`src/grd_pkg.sv`:
```
// shared constants, codes and types of the graph reachability block
// no dependencies; compile first
package grd_pkg;

   localparam int DEF_MAX_NODES = 1024;
   localparam int DEF_MAX_EDGES = 2048;

   localparam int OP_W       = 2;
   localparam int NODE_W     = 10;
   localparam int NCOUNT_W   = 11;
   localparam int STATUS_W   = 2;
   localparam int WIDX_W     = 4;
   localparam int WORD_W     = 64;
   localparam int WORD_SHIFT = $clog2(WORD_W);
   localparam int EDGE_W     = 2 * NODE_W;

   localparam logic [NCOUNT_W-1:0] NODE_COUNT_RESET = 11'd1024;

   localparam logic [OP_W-1:0] OP_CLEAR  = 2'd0;
   localparam logic [OP_W-1:0] OP_APPEND = 2'd1;
   localparam logic [OP_W-1:0] OP_SEARCH = 2'd2;

   localparam logic [STATUS_W-1:0] STAT_OK    = 2'd0;
   localparam logic [STATUS_W-1:0] STAT_FULL  = 2'd1;
   localparam logic [STATUS_W-1:0] STAT_RANGE = 2'd2;

   typedef logic [NODE_W-1:0] node_type;
   typedef logic [WORD_W-1:0] word_type;
   typedef logic [EDGE_W-1:0] edge_type;

endpackage

```
`src/grd_visit_map.sv`:
```
// visited bitmap, 64 nodes per row, with write-to-read bypass
// depends on grd_pkg
module grd_visit_map #(
   parameter int ROWS = grd_pkg::DEF_MAX_NODES / grd_pkg::WORD_W,
   localparam int AW  = (ROWS > 1) ? $clog2(ROWS) : 1
) (
   input  logic              clock,
   input  logic              wr_en,
   input  logic [AW-1:0]     wr_addr,
   input  grd_pkg::word_type wr_data,
   input  logic [AW-1:0]     rd_addr,
   output grd_pkg::word_type rd_data
);
   import grd_pkg::*;

   word_type mem_ff [ROWS];
   word_type rd_q_ff;
   word_type byp_data_ff;
   logic     byp_hit_ff;

   // a read that meets a write to the same row returns the new row
   always_ff @(posedge clock) begin
      if (wr_en) begin
         mem_ff[wr_addr] <= wr_data;
      end
      rd_q_ff     <= mem_ff[rd_addr];
      byp_hit_ff  <= wr_en && (wr_addr == rd_addr);
      byp_data_ff <= wr_data;
   end

   assign rd_data = byp_hit_ff ? byp_data_ff : rd_q_ff;

endmodule

```
`config.mk`:
```
export PLATFORM = sky130hd
export DESIGN_NAME = grd_visit_map
export DESIGN_NICKNAME = d
export VERILOG_FILES = /design/src/grd_pkg.sv /design/src/grd_visit_map.sv
export SDC_FILE = /design/constraint.sdc
export NUM_CORES = 1
export LEC_CHECK = 0
export BUFFER_PORTS_ARGS = -buffer_cell sky130_fd_sc_hd__buf_2
export CORE_MARGIN = 2
export CORE_UTILIZATION = 45
export DETAILED_ROUTE_END_ITERATION = 10
export PLACE_DENSITY = 0.72
export REMOVE_ABC_BUFFERS = 1
export SYNTH_ARGS = -nofsm -noshare
export SYNTH_HDL_FRONTEND = slang
export SYNTH_SLANG_ARGS = --single-unit
```
`constraint.sdc`:
```
create_clock -name clock -period 9.3 [get_ports clock]
set_input_delay 2.79 -clock clock [delete_from_list [all_inputs] [get_ports clock]]
set_output_delay 2.79 -clock clock [all_outputs]
set_load 0.01 [all_outputs]
```
==> results.md <==
- H-tree levels: 3
- Total negative slack: 0 ns
- Post-DP HPWL: ~44000 um
- Crit end category: primary output
- Mux share of post-synthesis cell area: 15.56%
- Nets@finish: 2052
- Syn-to-layout area delta: 14.24%
- Via count: 18976
- Worst-Skew Late Latency: around 0.66 ns
- Die width: between 300 and 400 um
- Reg area: 0.03334 sq mm
- Largest family of logic cells by synthesized area: multiplexers
- Die Ht: 308.4 um
- Post-Place Worst Slack: 3.732 ns
- Post-Syn Instances: 1792
- Clock Tree Root: clkbuf_16
- Initial DRT Pass Iterations: 7
- Fill count: slightly below 7000
- Slew @ Worst Pin: 1.184 ns
- I/O Buffers: 137
- Leading post-synthesis cells by cell area: edfxtp_1, mux4_2, dfxtp_1
- Post-DP Area: 0.04385 sq mm
- Clock transition at the registers of the reported paths: 0.06 ns
- Slew HR: a little over a fifth
- CTS tree: built
- Global-route wire length before repair: around 130000 um
- Hold path cells: 3
- Minimum clock period: between 5 and 6 ns
- Crit-path max cell delay: 0.71 ns
- Cts bufs inserted: 111
- IO Pins: 138
- Most common cell after layout, fill and taps aside: edfxtp_1
- WL final: 88500 um
- CTS sink count: around 1200
- Core Region: 0.09180 sq mm
- Setup repair bufs after CTS: 0
- Final hold violation count: 0
- Synth Cell Area: 0.04169 sq mm
- Crit path cell chain: buf_4, mux2_2, buf_2
- Avg Cell Area, Syn: 23.26 sq um
- Synthesized-area fraction occupied by and/or/nand/nor cells: 0.9184%
- Post-CTS sizing: 0
- Crit start category: flip-flop
- Global-route usage over all layers: 18.99%
- Setup Skew: 0.01123 ns
- CP Class: flip-flop to primary output
- Pwr per Cell Area: 229.2 mW/mm^2
- WP data arrival: 2.69 ns
- Proportion of layout cells with a drive suffix above 1: about a third
- Initial antenna violation count: 4
- Synth Register Bits: 1153
- Avg WL per Cell: 26.66 um
- Max FO, Critical Path: 35
- VDD IR max: about 0.00017 V
- Post-route cell area: 0.04763 sq mm
- ANT cells: 0
- R2R cell count: 3
- Antenna-violating nets left: 0
- # DRC: 0
- Critical Path RT: 6.51 ns
- Max Slew Vio Count: 0
- Tcrit/Tclk final: 58.89%
- Post-synthesis sequential area ratio: 79.96%
- Initial DRC count: about 2100
- Vias per cell: 5.717
- Util after Layout: about half
- Synth top area share: approximately three quarters
- # setup viols final: 0
- Clk buf depth: 3
- Max Cap Viol: 0
- Yosys warnings: 0
- Cell accounting for the most synthesized area: edfxtp_1
- Leak Pwr: between 15 and 20 nW
- Commonest cells after routing, fill and taps aside: edfxtp_1, mux4_2, buf_2, a22oi_1, dfxtp_1
- Die ar.: 0.09509 sq mm
- Post-synthesis xor/xnor area fraction: 0.08404%
- Post-synthesis compound-gate area fraction: 2.305%
- CP max-delay cell: dfxtp_4
- Post-synthesis adder-cell area fraction: 0%
- Netlist cell types: 22
- Routability cong.: 0.7120
- RSZ-0062 raised after global routing: false
- Class of the worst hold path: flip-flop to flip-flop
- Setup ws final: 3.823 ns
- Pin count of the biggest net entering global routing: between 100 and 150
- GR Overflow Total: 0
- Hold Buf Count CTS: 0
- FMAX: 182.6 MHz
- Multi-input logic area: 0.008000 sq mm
- Std cell rows: 111
- Outcome: finished clean
- Initial Utilization: a little under half
- Vias in the first global route: between 20000 and 25000
## power breakdown
| part | internal [W] | switching, W |
|---|---|---|
| clock | 0.00271 | 0.00186 |
| combinational | 0.000219 | 0.000309 |
| sequential | 0.00578 | 0.0000403 |
## cell families (layout without fill, tap and decap cells)
logic type / count (synthesis) / after routing
flops: 1153 / 1153
mux: 320 / 320
compound gates: 128 / 128
buf+inv: 94 / 378
simple gates: 93 / 93
xor+xnor: 4 / 4
## synth_stat cells
master,number
nand3_1,1
and2_1,1
xnor2_1,1
nand2_1,66
buf_6,13
or3b_2,1
buf_1,11
nor3_1,4
mux4_2,256
nor2_1,13
buf_4,4
nor4_1,1
xor2_1,3
nand2b_1,2
buf_2,20
clkbuf_1,46
a22oi_1,128
edfxtp_1,1024
nor2b_1,2
mux2_2,64
dfxtp_1,129
nand3b_1,2
## metal layers
layer  GRT usage [%]  share of wire, %  vias to the layer above
met5               0             0.028                        -
met4           5.252               2.0                        4
met3           3.930               8.3                      134
met2           30.56                49                      842
met1           26.53                41                    10059
li1                -                 -                     7937
## final timing paths
path             startpoint           to  slack (ns)
max              byp_hit_ff  rd_data[59]        3.82
min          mem_ff[15][22]  rd_q_ff[22]        0.67
max reg2reg    mem_ff[3][2]   rd_q_ff[2]        7.90
min reg2reg  mem_ff[15][22]  rd_q_ff[22]        0.67
## per-stage QoR
| step | cells | hold WS, ns | power, W |
|---|---|---|---|
| after global routing | 3319 | 0.6889 | 0.01126 |
| final | 3319 | 0.6651 | 0.01091 |
| after global placement | 3108 | 0.6505 | 0.006444 |
| after detailed placement | 3108 | 0.6541 | 0.006463 |
| after CTS | 3319 | 0.6652 | 0.01101 |
| after floorplan | 1698 | 0.6349 | 0.006180 |
## registers in the layout (all words and copies together), names as in the netlist
signal	flops
rd_q_ff	64
byp_data_ff	64
mem_ff	1024
byp_hit_ff	1
## critical path, delay by kind of cell, from the launching register on
kind	cells	cell delay [ns]
buffers and inverters	2	0.82
DFF	1	0.71
muxes	1	0.49
## cell type report
type,instances,share of cell area [%]
clock buffer,152,6.542
clock inverter,59,1.392
sequential,1153,70.00
multi-input combinational,545,16.80
tap,1243,3.266
timing repair buffer,167,2.007
No activity file was read; power rests on OpenSTA's default activity.
